File: config.mk
export PLATFORM = sky130hd
export DESIGN_NAME = round_robin_task_scheduler_unit_flat
export DESIGN_NICKNAME = d
export VERILOG_FILES = /design/src/hw/rtl/rrts_pkg.sv /design/src/hw/rtl/rrts_in_if.sv /design/src/hw/rtl/rrts_out_if.sv /design/src/hw/rtl/round_robin_task_scheduler_unit.sv /design/src/hw/rtl/rrts_table.sv /design/src/hw/rtl/rrts_seq.sv /design/src/flat_wrapper.sv
export VERILOG_INCLUDE_DIRS = /design/src /design/src/hw/rtl
export SDC_FILE = /design/constraint.sdc
export NUM_CORES = 2
export LEC_CHECK = 0
export BUFFER_PORTS_ARGS = -buffer_cell sky130_fd_sc_hd__buf_2
export CAP_MARGIN = 25
export CORE_MARGIN = 4
export CORE_UTILIZATION = 55
export CTS_BUF_LIST = sky130_fd_sc_hd__clkbuf_8
export CTS_CLUSTER_SIZE = 10
export DETAILED_ROUTE_END_ITERATION = 16
export GPL_ROUTABILITY_DRIVEN = 1
export HOLD_SLACK_MARGIN = 0.02
export MAX_ROUTING_LAYER = met4
export PLACE_DENSITY = 0.75
export SLEW_MARGIN = 0
export SYNTH_ARGS = -nofsm -noshare
export SYNTH_HDL_FRONTEND = slang
export SYNTH_SLANG_ARGS = --single-unit
File: constraint.sdc
create_clock -name clk_i -period 6.2 [get_ports clk_i]
set_clock_uncertainty 0.1 [all_clocks]
set_input_delay 0.62 -clock clk_i [delete_from_list [all_inputs] [get_ports clk_i]]
set_output_delay 0.62 -clock clk_i [all_outputs]
set_load 0.02 [all_outputs]
File: src/hw/rtl/round_robin_task_scheduler_unit_defines.svh
// ----------------------------------------------------------------------------
// Assertion macros for the task scheduler
// Clocked, reset-qualified concurrent assertion wrappers.
// ----------------------------------------------------------------------------
`ifndef ROUND_ROBIN_TASK_SCHEDULER_UNIT_DEFINES_SVH
`define ROUND_ROBIN_TASK_SCHEDULER_UNIT_DEFINES_SVH

// Assert a property on an explicit clock, disabled while reset is low.
`define RRTS_ASSERT_CLK(label, clk, rst_n, prop, msg) \
  label: assert property (@(posedge clk) disable iff (!rst_n) prop) else $error(msg);

// Assert a property on the module's clk_i, disabled while rst_ni is low.
`define RRTS_ASSERT(label, prop, msg) \
  `RRTS_ASSERT_CLK(label, clk_i, rst_ni, prop, msg)

`endif

File: src/hw/rtl/rrts_pkg.sv
// ----------------------------------------------------------------------------
// Task scheduler package
// Shared types, codes and defaults for the round-robin task scheduler.
// ----------------------------------------------------------------------------
`timescale 1ns / 1ps

package rrts_pkg;

  localparam int unsigned MaxTasksDefault = 16;

  typedef enum logic [1:0] {
    ACT_CREATE = 2'd0,
    ACT_EXIT   = 2'd1,
    ACT_SCHED  = 2'd2
  } action_e;

  typedef enum logic [1:0] {
    STAT_CREATED   = 2'd0,
    STAT_FULL      = 2'd1,
    STAT_SWITCHED  = 2'd2,
    STAT_NO_SWITCH = 2'd3
  } status_e;

  typedef enum logic [1:0] {
    TS_READY   = 2'd0,
    TS_RUNNING = 2'd1,
    TS_TERM    = 2'd2
  } task_state_e;

  typedef enum logic [1:0] {
    FSM_IDLE,
    FSM_REAP,
    FSM_SCAN,
    FSM_RESP
  } fsm_e;

  typedef struct packed {
    logic [31:0] id;
    task_state_e st;
    logic [31:0] pgdir;
  } entry_t;

  typedef struct packed {
    logic        valid;
    status_e     status;
    logic [31:0] task_id;
    logic [31:0] pgdir;
  } resp_t;

endpackage

File: src/hw/rtl/rrts_in_if.sv
// ----------------------------------------------------------------------------
// Scheduler request channel
// Valid/ready channel carrying one scheduler request.
// ----------------------------------------------------------------------------
`timescale 1ns / 1ps

interface rrts_in_if;
  logic        valid;
  logic        ready;
  logic [1:0]  action;
  logic [31:0] new_page_dir;

  modport source (output valid, output action, output new_page_dir, input ready);
  modport sink (input valid, input action, input new_page_dir, output ready);
endinterface

File: src/hw/rtl/rrts_out_if.sv
// ----------------------------------------------------------------------------
// Scheduler response channel
// Valid/ready channel carrying one scheduler response.
// ----------------------------------------------------------------------------
`timescale 1ns / 1ps

interface rrts_out_if;
  logic        valid;
  logic        ready;
  logic [1:0]  status;
  logic [31:0] task_id;
  logic [31:0] current_page_dir;

  modport source (output valid, output status, output task_id, output current_page_dir,
                  input ready);
  modport sink (input valid, input status, input task_id, input current_page_dir,
                output ready);
endinterface

File: src/hw/rtl/round_robin_task_scheduler_unit.sv
// ----------------------------------------------------------------------------
// Round-robin task scheduler
// Task table with create, exit and schedule requests, one response each.
// ----------------------------------------------------------------------------
// Usage:
//   in_i carries one request per transfer: action (create, exit, schedule)
//   and the page dir word of a task to create. out_o returns one response
//   per request: status, task id and the page dir of the current task.
//   cfg_we_i/cfg_wdata_i write the boot page dir; write it only while idle.
//   Before the first request it also sets the page dir of the initial task.
// Flow:
//   Create and unused actions go from idle to the response state, then to
//   the output register. Exit and schedule walk the single table read port
//   once to compact out terminated tasks and, unless one task is left, once
//   more to scan for the next ready task.
//   in_i.ready is high only while no request is in progress.
// Reset:
//   After reset the table holds task 1, running, with page dir 0; the next
//   created task gets id 2.
// Stall:
//   A response waits in the output register while out_o.ready is low; the
//   next request is taken meanwhile and holds its response until it drains.
// ----------------------------------------------------------------------------
`timescale 1ns / 1ps

module round_robin_task_scheduler_unit import rrts_pkg::*; #(
  parameter int unsigned MaxTasks = MaxTasksDefault
) (
  input  logic        clk_i,
  input  logic        rst_ni,
  input  logic        cfg_we_i,
  input  logic [31:0] cfg_wdata_i,
  rrts_in_if.sink     in_i,
  rrts_out_if.source  out_o
);

  localparam int unsigned IdxW = $clog2(MaxTasks);

  resp_t           resp;
  logic            resp_take;
  logic            mem_we;
  logic [IdxW-1:0] mem_waddr;
  logic [IdxW-1:0] mem_raddr;
  entry_t          mem_wdata;
  entry_t          mem_rdata;

  // Output register: holds a finished response until its transfer.
  logic        ov_q, ov_d;
  logic [1:0]  ostatus_q;
  logic [31:0] oid_q;
  logic [31:0] opd_q;

  rrts_seq #(
    .MaxTasks(MaxTasks)
  ) u_seq (
    .clk_i         (clk_i),
    .rst_ni        (rst_ni),
    .cfg_we_i      (cfg_we_i),
    .cfg_wdata_i   (cfg_wdata_i),
    .in_valid_i    (in_i.valid),
    .in_ready_o    (in_i.ready),
    .action_i      (in_i.action),
    .new_page_dir_i(in_i.new_page_dir),
    .resp_o        (resp),
    .resp_take_i   (resp_take),
    .mem_we_o      (mem_we),
    .mem_waddr_o   (mem_waddr),
    .mem_wdata_o   (mem_wdata),
    .mem_raddr_o   (mem_raddr),
    .mem_rdata_i   (mem_rdata)
  );

  rrts_table #(
    .Depth(MaxTasks)
  ) u_table (
    .clk_i  (clk_i),
    .we_i   (mem_we),
    .waddr_i(mem_waddr),
    .wdata_i(mem_wdata),
    .raddr_i(mem_raddr),
    .rdata_o(mem_rdata)
  );

  // Load a new response when the register is empty or drains this cycle.
  assign resp_take = resp.valid && (!ov_q || out_o.ready);

  always_comb begin
    ov_d = ov_q;
    if (resp_take) begin
      ov_d = 1'b1;
    end else if (out_o.ready) begin
      ov_d = 1'b0;
    end
  end

  always_ff @(posedge clk_i or negedge rst_ni) begin
    if (!rst_ni) begin
      ov_q <= 1'b0;
    end else begin
      ov_q <= ov_d;
    end
  end

  always_ff @(posedge clk_i) begin
    if (resp_take) begin
      ostatus_q <= resp.status;
      oid_q     <= resp.task_id;
      opd_q     <= resp.pgdir;
    end
  end

  assign out_o.valid            = ov_q;
  assign out_o.status           = ostatus_q;
  assign out_o.task_id          = oid_q;
  assign out_o.current_page_dir = opd_q;

endmodule

File: src/hw/rtl/rrts_table.sv
// ----------------------------------------------------------------------------
// Task table memory
// One write port, one registered read port; entries hold id, state, page dir.
// ----------------------------------------------------------------------------
`timescale 1ns / 1ps

module rrts_table import rrts_pkg::*; #(
  parameter int unsigned Depth = MaxTasksDefault,
  localparam int unsigned AddrW = $clog2(Depth)
) (
  input  logic             clk_i,
  input  logic             we_i,
  input  logic [AddrW-1:0] waddr_i,
  input  entry_t           wdata_i,
  input  logic [AddrW-1:0] raddr_i,
  output entry_t           rdata_o
);

  entry_t mem_q [Depth];
  entry_t rdata_q;

  always_ff @(posedge clk_i) begin
    if (we_i) begin
      mem_q[waddr_i] <= wdata_i;
    end
  end

  always_ff @(posedge clk_i) begin
    rdata_q <= mem_q[raddr_i];
  end

  assign rdata_o = rdata_q;

endmodule

File: src/hw/rtl/rrts_seq.sv
// ----------------------------------------------------------------------------
// Task scheduler sequencer
// Walks the task table through one read port: compaction pass, then scan.
// ----------------------------------------------------------------------------
`timescale 1ns / 1ps
`include "round_robin_task_scheduler_unit_defines.svh"

module rrts_seq import rrts_pkg::*; #(
  parameter int unsigned MaxTasks = MaxTasksDefault,
  localparam int unsigned IdxW = $clog2(MaxTasks),
  localparam int unsigned CntW = $clog2(MaxTasks + 1)
) (
  input  logic            clk_i,
  input  logic            rst_ni,
  input  logic            cfg_we_i,
  input  logic [31:0]     cfg_wdata_i,
  input  logic            in_valid_i,
  output logic            in_ready_o,
  input  logic [1:0]      action_i,
  input  logic [31:0]     new_page_dir_i,
  output resp_t           resp_o,
  input  logic            resp_take_i,
  output logic            mem_we_o,
  output logic [IdxW-1:0] mem_waddr_o,
  output entry_t          mem_wdata_o,
  output logic [IdxW-1:0] mem_raddr_o,
  input  entry_t          mem_rdata_i
);

  fsm_e state_q, state_d;

  // The current task lives in registers; its table entry is stale until it
  // is switched away from.
  logic [CntW-1:0] count_q, count_d;
  logic [IdxW-1:0] cur_q, cur_d;
  logic [31:0]     cur_id_q, cur_id_d;
  logic [31:0]     cur_pd_q, cur_pd_d;
  task_state_e     cur_st_q, cur_st_d;
  logic [31:0]     id_ctr_q, id_ctr_d;
  logic            untouched_q, untouched_d;
  status_e         status_q, status_d;

  logic [CntW-1:0] rd_q, rd_d;
  logic [CntW-1:0] wr_q, wr_d;
  logic            pv_q, pv_d;
  logic [IdxW-1:0] pa_q, pa_d;
  logic [IdxW-1:0] s_q, s_d;
  logic [CntW-1:0] k_q, k_d;

  logic            accept;
  action_e         act;
  logic            full;
  logic            reap_issue, reap_eval, reap_done, eval_cur;
  logic            scan_issue, found, scan_done;
  logic [CntW-1:0] cur_inc, s_inc;
  logic [IdxW-1:0] first_s, s_next;

  assign in_ready_o = (state_q == FSM_IDLE);
  assign accept     = in_valid_i && in_ready_o;
  assign act        = action_e'(action_i);
  assign full       = (count_q == CntW'(MaxTasks));

  assign reap_issue = (state_q == FSM_REAP) && (rd_q < count_q);
  assign reap_eval  = (state_q == FSM_REAP) && pv_q;
  assign reap_done  = (state_q == FSM_REAP) && !(rd_q < count_q) && !pv_q;
  assign eval_cur   = (pa_q == cur_q);

  assign scan_issue = (state_q == FSM_SCAN) && (k_q < count_q);
  assign found      = (state_q == FSM_SCAN) && pv_q && (mem_rdata_i.st == TS_READY);
  assign scan_done  = (state_q == FSM_SCAN) && !found && !(k_q < count_q) && !pv_q;

  // Circular successors: wrap at the live task count.
  assign cur_inc = CntW'(cur_q) + CntW'(1);
  assign first_s = (cur_inc == wr_q) ? '0 : cur_inc[IdxW-1:0];
  assign s_inc   = CntW'(s_q) + CntW'(1);
  assign s_next  = (s_inc == count_q) ? '0 : s_inc[IdxW-1:0];

  // Next state
  always_comb begin
    state_d = state_q;
    unique case (state_q)
      FSM_IDLE: begin
        if (accept) begin
          unique case (act)
            ACT_EXIT, ACT_SCHED: state_d = FSM_REAP;
            default:             state_d = FSM_RESP;
          endcase
        end
      end
      FSM_REAP: begin
        if (reap_done) begin
          state_d = (wr_q == CntW'(1)) ? FSM_RESP : FSM_SCAN;
        end
      end
      FSM_SCAN: begin
        if (found || scan_done) begin
          state_d = FSM_RESP;
        end
      end
      FSM_RESP: begin
        if (resp_take_i) begin
          state_d = FSM_IDLE;
        end
      end
      default: state_d = FSM_IDLE;
    endcase
  end

  // Outputs: table port and response
  always_comb begin
    mem_we_o    = 1'b0;
    mem_waddr_o = cur_q;
    mem_wdata_o = '{id: cur_id_q, st: cur_st_q, pgdir: cur_pd_q};
    mem_raddr_o = (state_q == FSM_REAP) ? rd_q[IdxW-1:0] : s_q;
    resp_o      = '{valid: 1'b0, status: status_q, task_id: cur_id_q, pgdir: cur_pd_q};
    unique case (state_q)
      FSM_IDLE: begin
        if (accept && act == ACT_CREATE && !full) begin
          mem_we_o    = 1'b1;
          mem_waddr_o = count_q[IdxW-1:0];
          mem_wdata_o = '{id: id_ctr_q, st: TS_READY, pgdir: new_page_dir_i};
        end
      end
      FSM_REAP: begin
        if (reap_eval && !eval_cur && mem_rdata_i.st != TS_TERM) begin
          mem_we_o    = 1'b1;
          mem_waddr_o = wr_q[IdxW-1:0];
          mem_wdata_o = mem_rdata_i;
        end
      end
      FSM_SCAN: begin
        // Write back the outgoing task; a running task drops to ready
        if (found) begin
          mem_we_o    = 1'b1;
          mem_waddr_o = cur_q;
          mem_wdata_o = '{id: cur_id_q,
                          st: (cur_st_q == TS_RUNNING) ? TS_READY : cur_st_q,
                          pgdir: cur_pd_q};
        end
      end
      FSM_RESP: begin
        resp_o.valid = 1'b1;
        if (status_q == STAT_CREATED) begin
          resp_o.task_id = id_ctr_q - 32'd1;
        end
      end
      default: ;
    endcase
  end

  // Datapath next values
  always_comb begin
    count_d     = count_q;
    cur_d       = cur_q;
    cur_id_d    = cur_id_q;
    cur_pd_d    = cur_pd_q;
    cur_st_d    = cur_st_q;
    id_ctr_d    = id_ctr_q;
    untouched_d = untouched_q;
    status_d    = status_q;
    rd_d        = rd_q;
    wr_d        = wr_q;
    pv_d        = pv_q;
    pa_d        = pa_q;
    s_d         = s_q;
    k_d         = k_q;

    // Boot page dir reaches the initial task only before the first request
    if (cfg_we_i && untouched_q) begin
      cur_pd_d = cfg_wdata_i;
    end

    unique case (state_q)
      FSM_IDLE: begin
        if (accept) begin
          untouched_d = 1'b0;
          rd_d        = '0;
          wr_d        = '0;
          pv_d        = 1'b0;
          status_d    = STAT_NO_SWITCH;
          unique case (act)
            ACT_CREATE: begin
              if (full) begin
                status_d = STAT_FULL;
              end else begin
                count_d  = count_q + CntW'(1);
                id_ctr_d = id_ctr_q + 32'd1;
                status_d = STAT_CREATED;
              end
            end
            ACT_EXIT: cur_st_d = TS_TERM;
            default: ;
          endcase
        end
      end
      FSM_REAP: begin
        pv_d = reap_issue;
        pa_d = rd_q[IdxW-1:0];
        if (reap_issue) begin
          rd_d = rd_q + CntW'(1);
        end
        // Moving cur_q mid-pass is safe: the new slot lies below every
        // address still to be read.
        if (reap_eval) begin
          if (eval_cur) begin
            cur_d = wr_q[IdxW-1:0];
            wr_d  = wr_q + CntW'(1);
          end else if (mem_rdata_i.st != TS_TERM) begin
            wr_d = wr_q + CntW'(1);
          end
        end
        if (reap_done) begin
          count_d = wr_q;
          s_d     = first_s;
          k_d     = CntW'(1);
        end
      end
      FSM_SCAN: begin
        pv_d = scan_issue;
        pa_d = s_q;
        if (scan_issue) begin
          s_d = s_next;
          k_d = k_q + CntW'(1);
        end
        if (found) begin
          cur_d    = pa_q;
          cur_id_d = mem_rdata_i.id;
          cur_pd_d = mem_rdata_i.pgdir;
          cur_st_d = TS_RUNNING;
          status_d = STAT_SWITCHED;
        end
      end
      FSM_RESP: begin
        pv_d = 1'b0;
      end
      default: ;
    endcase
  end

  always_ff @(posedge clk_i or negedge rst_ni) begin
    if (!rst_ni) begin
      state_q     <= FSM_IDLE;
      count_q     <= CntW'(1);
      cur_q       <= '0;
      cur_id_q    <= 32'd1;
      cur_pd_q    <= '0;
      cur_st_q    <= TS_RUNNING;
      id_ctr_q    <= 32'd2;
      untouched_q <= 1'b1;
      status_q    <= STAT_NO_SWITCH;
      rd_q        <= '0;
      wr_q        <= '0;
      pv_q        <= 1'b0;
      pa_q        <= '0;
      s_q         <= '0;
      k_q         <= '0;
    end else begin
      state_q     <= state_d;
      count_q     <= count_d;
      cur_q       <= cur_d;
      cur_id_q    <= cur_id_d;
      cur_pd_q    <= cur_pd_d;
      cur_st_q    <= cur_st_d;
      id_ctr_q    <= id_ctr_d;
      untouched_q <= untouched_d;
      status_q    <= status_d;
      rd_q        <= rd_d;
      wr_q        <= wr_d;
      pv_q        <= pv_d;
      pa_q        <= pa_d;
      s_q         <= s_d;
      k_q         <= k_d;
    end
  end

  `RRTS_ASSERT(a_count_range, (count_q != '0) && (count_q <= CntW'(MaxTasks)), "task count out of range")
  `RRTS_ASSERT(a_cur_below_count, CntW'(cur_q) < count_q, "current slot beyond live tasks")
  `RRTS_ASSERT(a_reap_write_order, (mem_we_o && state_q == FSM_REAP) |-> (mem_waddr_o <= pa_q), "compaction overtakes read")
  `RRTS_ASSERT(a_switch_running, found |=> (cur_st_q == TS_RUNNING && state_q == FSM_RESP), "switch did not settle")

endmodule
File: src/flat_wrapper.sv
// flat-port wrapper written by rule: the top's interface ports become plain ports
module round_robin_task_scheduler_unit_flat import rrts_pkg::*;
#(
  parameter int unsigned MaxTasks = MaxTasksDefault
)
  (clk_i, rst_ni, cfg_we_i, cfg_wdata_i, in_i_valid, in_i_action, in_i_new_page_dir, in_i_ready, out_o_valid, out_o_status, out_o_task_id, out_o_current_page_dir, out_o_ready);
  rrts_in_if in_i_i ();
  rrts_out_if out_o_i ();
  input  logic clk_i;
  input  logic rst_ni;
  input  logic cfg_we_i;
  input  logic [31:0] cfg_wdata_i;
  input wire logic [$bits(in_i_i.valid)-1:0] in_i_valid;
  input wire logic [$bits(in_i_i.action)-1:0] in_i_action;
  input wire logic [$bits(in_i_i.new_page_dir)-1:0] in_i_new_page_dir;
  output wire logic [$bits(in_i_i.ready)-1:0] in_i_ready;
  output wire logic [$bits(out_o_i.valid)-1:0] out_o_valid;
  output wire logic [$bits(out_o_i.status)-1:0] out_o_status;
  output wire logic [$bits(out_o_i.task_id)-1:0] out_o_task_id;
  output wire logic [$bits(out_o_i.current_page_dir)-1:0] out_o_current_page_dir;
  input wire logic [$bits(out_o_i.ready)-1:0] out_o_ready;
  assign in_i_i.valid = in_i_valid;
  assign in_i_i.action = in_i_action;
  assign in_i_i.new_page_dir = in_i_new_page_dir;
  assign in_i_ready = in_i_i.ready;
  assign out_o_valid = out_o_i.valid;
  assign out_o_status = out_o_i.status;
  assign out_o_task_id = out_o_i.task_id;
  assign out_o_current_page_dir = out_o_i.current_page_dir;
  assign out_o_i.ready = out_o_ready;
  round_robin_task_scheduler_unit #(.MaxTasks(MaxTasks)) u_core (.clk_i(clk_i), .rst_ni(rst_ni), .cfg_we_i(cfg_we_i), .cfg_wdata_i(cfg_wdata_i), .in_i(in_i_i), .out_o(out_o_i));
endmodule
==> metrics.yaml <==
timing:
  final.setup.worst_slack_ps: 1070
  share_of_the_clock_period_used_by_the_worst_path_after_layout: 0.827
  rsz0062_at_grt: "false"
  timing.max_slew.rel_slack: 0.327
  fin_setup_tns_ps: 0
  number_of_setup_violations_in_the_final_report: 0
  fmax_ghz: 0.195
  timing_worst_slew_pin_value_ps: 988
  hold_violations: 0
  final_max_slew_viol_count: 0
  finalWorstPathRequiredPeriod_ps: 5130
route:
  starting_drc_count_in_detailed_routing: 3309
  post_drt_via_cell_ratio: 6.17
  avgRoutedWirePerCell_um: 25.9
  finalWirelength_mm: 122
  route.antenna.remaining_nets: 0
  drt_pre_antenna_iters: 6
  via_count: 29158
  drcViolationCount: 0
final_layout:
  syn_to_final_growth_pct: 12.7
  final_cell_mix: "1122 x edfxtp_1, 312 x nand2_1, 264 x mux4_2, 212 x clkbuf_8, 138 x buf_2"
  fill_cells: 6458
  layout.cells.most_common: "edfxtp_1"
  fin_area_mm2: 0.0596
  finalNetCount: 3380
  layout-drive-gt1-share: 0.231
  utilization_after_layout: 0.626
floorplan:
  die_width_um: 318
  start_util: 0.555
  floorplan.die_area_mm2: 0.101
  row_count: 113
  placeableCoreArea_mm2: 0.0952
  design.portCount: 139
  die_y_um: 318
global_routing:
  maximum_number_of_pins_on_one_net_before_global_route_repair: 83
  grt_overflow: 0
  grt_antenna_before_repair: 1
  grt_pass1_wl_mm: 187
  first_global_vias: 30114
  grt.total_usage: 0.250
power:
  clock_power_share: 0.234
  power.net_switching_uw: 9780
  power-per-cell-area_mw_per_mm2: 491
  p_sw_frac: 0.335
  irDropWorstVdd_uv: 325
  intPower_uw: 19500
  combinationalPowerShare: 0.321
  p_leak_uw: 0.0213
  share_seq_of_total_power: 0.445
  post-layout-total-power_uw: 29200
place:
  buffer_ports.inserted: 138
  detailedPlace.worstSlack_ps: 1110
  place.detailed.hpwl_mm: 70.1
  gp_congestion: 0.822
  placedInstanceArea_mm2: 0.0553
synth:
  ys.flop_type: "edfxtp_1"
  syn_avg_cell_area_um2: 17.5
  post_synth_and_or_nand_nor_area_fraction: 0.0533
  synth-xor-area-share: 0.0126
  postSynthCellCount: 3021
  seq_area_frac_synth: 0.728
  synth_area_mm2: 0.0528
  synth_compound_gate_area_share: 0.0585
  yosysWarnings: 0
  netlist-cell-type-count: 77
  dominant_combinational_cell_family_by_area_after_synthesis: "multiplexers"
  synth_edf_count: 1122
  synthesized_area_fraction_occupied_by_adder_cells: 0.00592
  synth.mux.area_fraction: 0.123
  syn_nets: 3117
  ys_ff_latch: 1325
  asyncSetResetFlopFracSynth: 0.103
worst_setup_path:
  worst-endpoint-required_ps: 6560
  worstPathMaxFanout: 53
  worst_ep_arrival_time_ps: 5490
  critical_path.endpoint_type: "register"
  type_of_the_worst_setup_path: "reg -> reg"
  critical_path.startpoint_type: "register"
cts:
  cts_tree: "built"
  ctsResizeCount: 0
  cts_inserted_buffers: 198
  cts.root.buffer_cell: "clkbuf_8"
  clock-sinks: 1325
  cts.repair_timing.setup_buffer_count: 0
  cts_max_level: 4
  clkTransAtPathRegs_ps: 60
  clockBufferDepth: 3
  cts-hold-fix-buffers: 33
  clkLatencyLatePin_ps: 870
flow_run:
  cap_violations: 0
outcome:
  status: "finished clean"
hold_path:
  hold_class: "in -> reg"
## power by group through the flow
stage / registers, uW / logic (uW) / clock network [uW]
finish: 13000 / 9400 / 6830
CTS: 13000 / 9400 / 6960
detailed placement: 13200 / 9360 / 0
floorplan: 13000 / 6410 / 0
global placement: 13100 / 8970 / 0
global route: 13100 / 10200 / 7410
## cell families (layout without fill, tap and decap cells)
| family | count (synthesis) | count (layout) |
|---|---|---|
| simple gates | 607 | 607 |
| flops | 1325 | 1325 |
| mux | 319 | 319 |
| compound gates | 446 | 446 |
| other cells | 0 | 1 |
| xor+xnor | 76 | 76 |
| buf+inv | 223 | 663 |
| fa+ha+maj | 25 | 25 |
## state kept, by name, summed over array words and instances, names as in the netlist
signal and count:
u_core.u_seq.wr_q 5, u_core.u_seq.k_q 5, u_core.u_table.rdata_o 66, u_core.u_seq.status_q 2
u_core.u_seq.untouched_q 1, u_core.u_table.mem_q 1056, u_core.out_o.current_page_dir 32, u_core.u_seq.pa_q 4
u_core.u_seq.cur_id_q 32, u_core.u_seq.s_q 4, u_core.u_seq.count_q 5, u_core.u_seq.state_q 2
u_core.out_o.status 2, u_core.u_seq.cur_pd_q 32, u_core.u_seq.id_ctr_q 32, u_core.u_seq.cur_st_q 2
u_core.u_seq.cur_q 4, u_core.out_o.valid 1, u_core.out_o.task_id 32, u_core.u_seq.rd_q 5
u_core.u_seq.pv_q 1
## layout make-up
class	count	area (um2)	area share
diodes	1	2.50	0.0000420
inverters	30	113	0.00189
multi-input cells	1473	13600	0.228
repair buffers	256	1940	0.0326
well taps	1265	1580	0.0266
clock buffers	212	2920	0.0490
flip-flops and latches	1325	38500	0.646
clock inverters	165	952	0.0160
## worst max-delay path, cell delays in order, from the launching register on
cell and delay, ps:
dfrtp_1 410, inv_1 170, ha_1 660, nand3_1 410, nand2b_1 500, a221o_1 510, o21ai_0 120, nand3_1 350
nor2_4 580, buf_4 880
## per-stage QoR
stage | cells | hold slack [ps]
floorplan | 3021 | 224
global placement | 4310 | 315
detailed placement | 4313 | 314
CTS | 4723 | 27.9
global route | 4727 | 71.0
finish | 4727 | 94.9
## final timing paths
kind,startpoint,end,slack (ps),depth (start not counted)
max in group asynchronous,rst_ni,u_core.u_seq.untouched_q,4470,4
min,out_o_ready,u_core.out_o.valid,90,3
min in group asynchronous,rst_ni,u_core.u_seq.rd_q[0],260,2
max,u_core.u_seq.state_q[0],u_core.u_table.mem_q[2][62],1070,9
max reg2reg,u_core.u_seq.state_q[0],u_core.u_table.mem_q[2][62],1070,9
min reg2reg,u_core.u_table.rdata_o[34],u_core.u_seq.cur_id_q[0],320,2
## cells in the mapped netlist (11+ instances only)
| cell | instances | area (um2) |
|---|---|---|
| a22o_1 | 63 | 552 |
| buf_1 | 11 | 41.3 |
| a211oi_1 | 66 | 495 |
| xnor2_1 | 47 | 412 |
| buf_4 | 17 | 128 |
| o21ai_0 | 61 | 305 |
| or3_1 | 14 | 87.6 |
| edfxtp_1 | 1122 | 33700 |
| nand2_1 | 314 | 1180 |
| nor2_1 | 95 | 357 |
| inv_1 | 30 | 113 |
| a21oi_1 | 55 | 275 |
| nor3_1 | 19 | 95.1 |
| a31oi_1 | 73 | 457 |
| nand3_1 | 29 | 145 |
| and2_1 | 73 | 457 |
| dfxtp_1 | 66 | 1320 |
| clkbuf_1 | 110 | 413 |
| xor2_1 | 29 | 254 |
| mux4_2 | 264 | 5950 |
| ha_1 | 25 | 313 |
| mux2i_1 | 49 | 490 |
| a21o_1 | 64 | 480 |
| nand4_1 | 13 | 81.3 |
| dfrtp_1 | 130 | 3250 |
| buf_2 | 50 | 250 |
## per-layer routing
| metal | GRT usage | vias up | wire length [um] |
|---|---|---|---|
| met5 | - | - | 0 |
| met4 | 0.0745 | 0 | 2840 |
| met3 | 0.0485 | 188 | 10100 |
| met2 | 0.401 | 1380 | 61600 |
| met1 | 0.331 | 15125 | 47900 |
| li1 | - | 12465 | - |
Power figures use the tool's default switching activity.
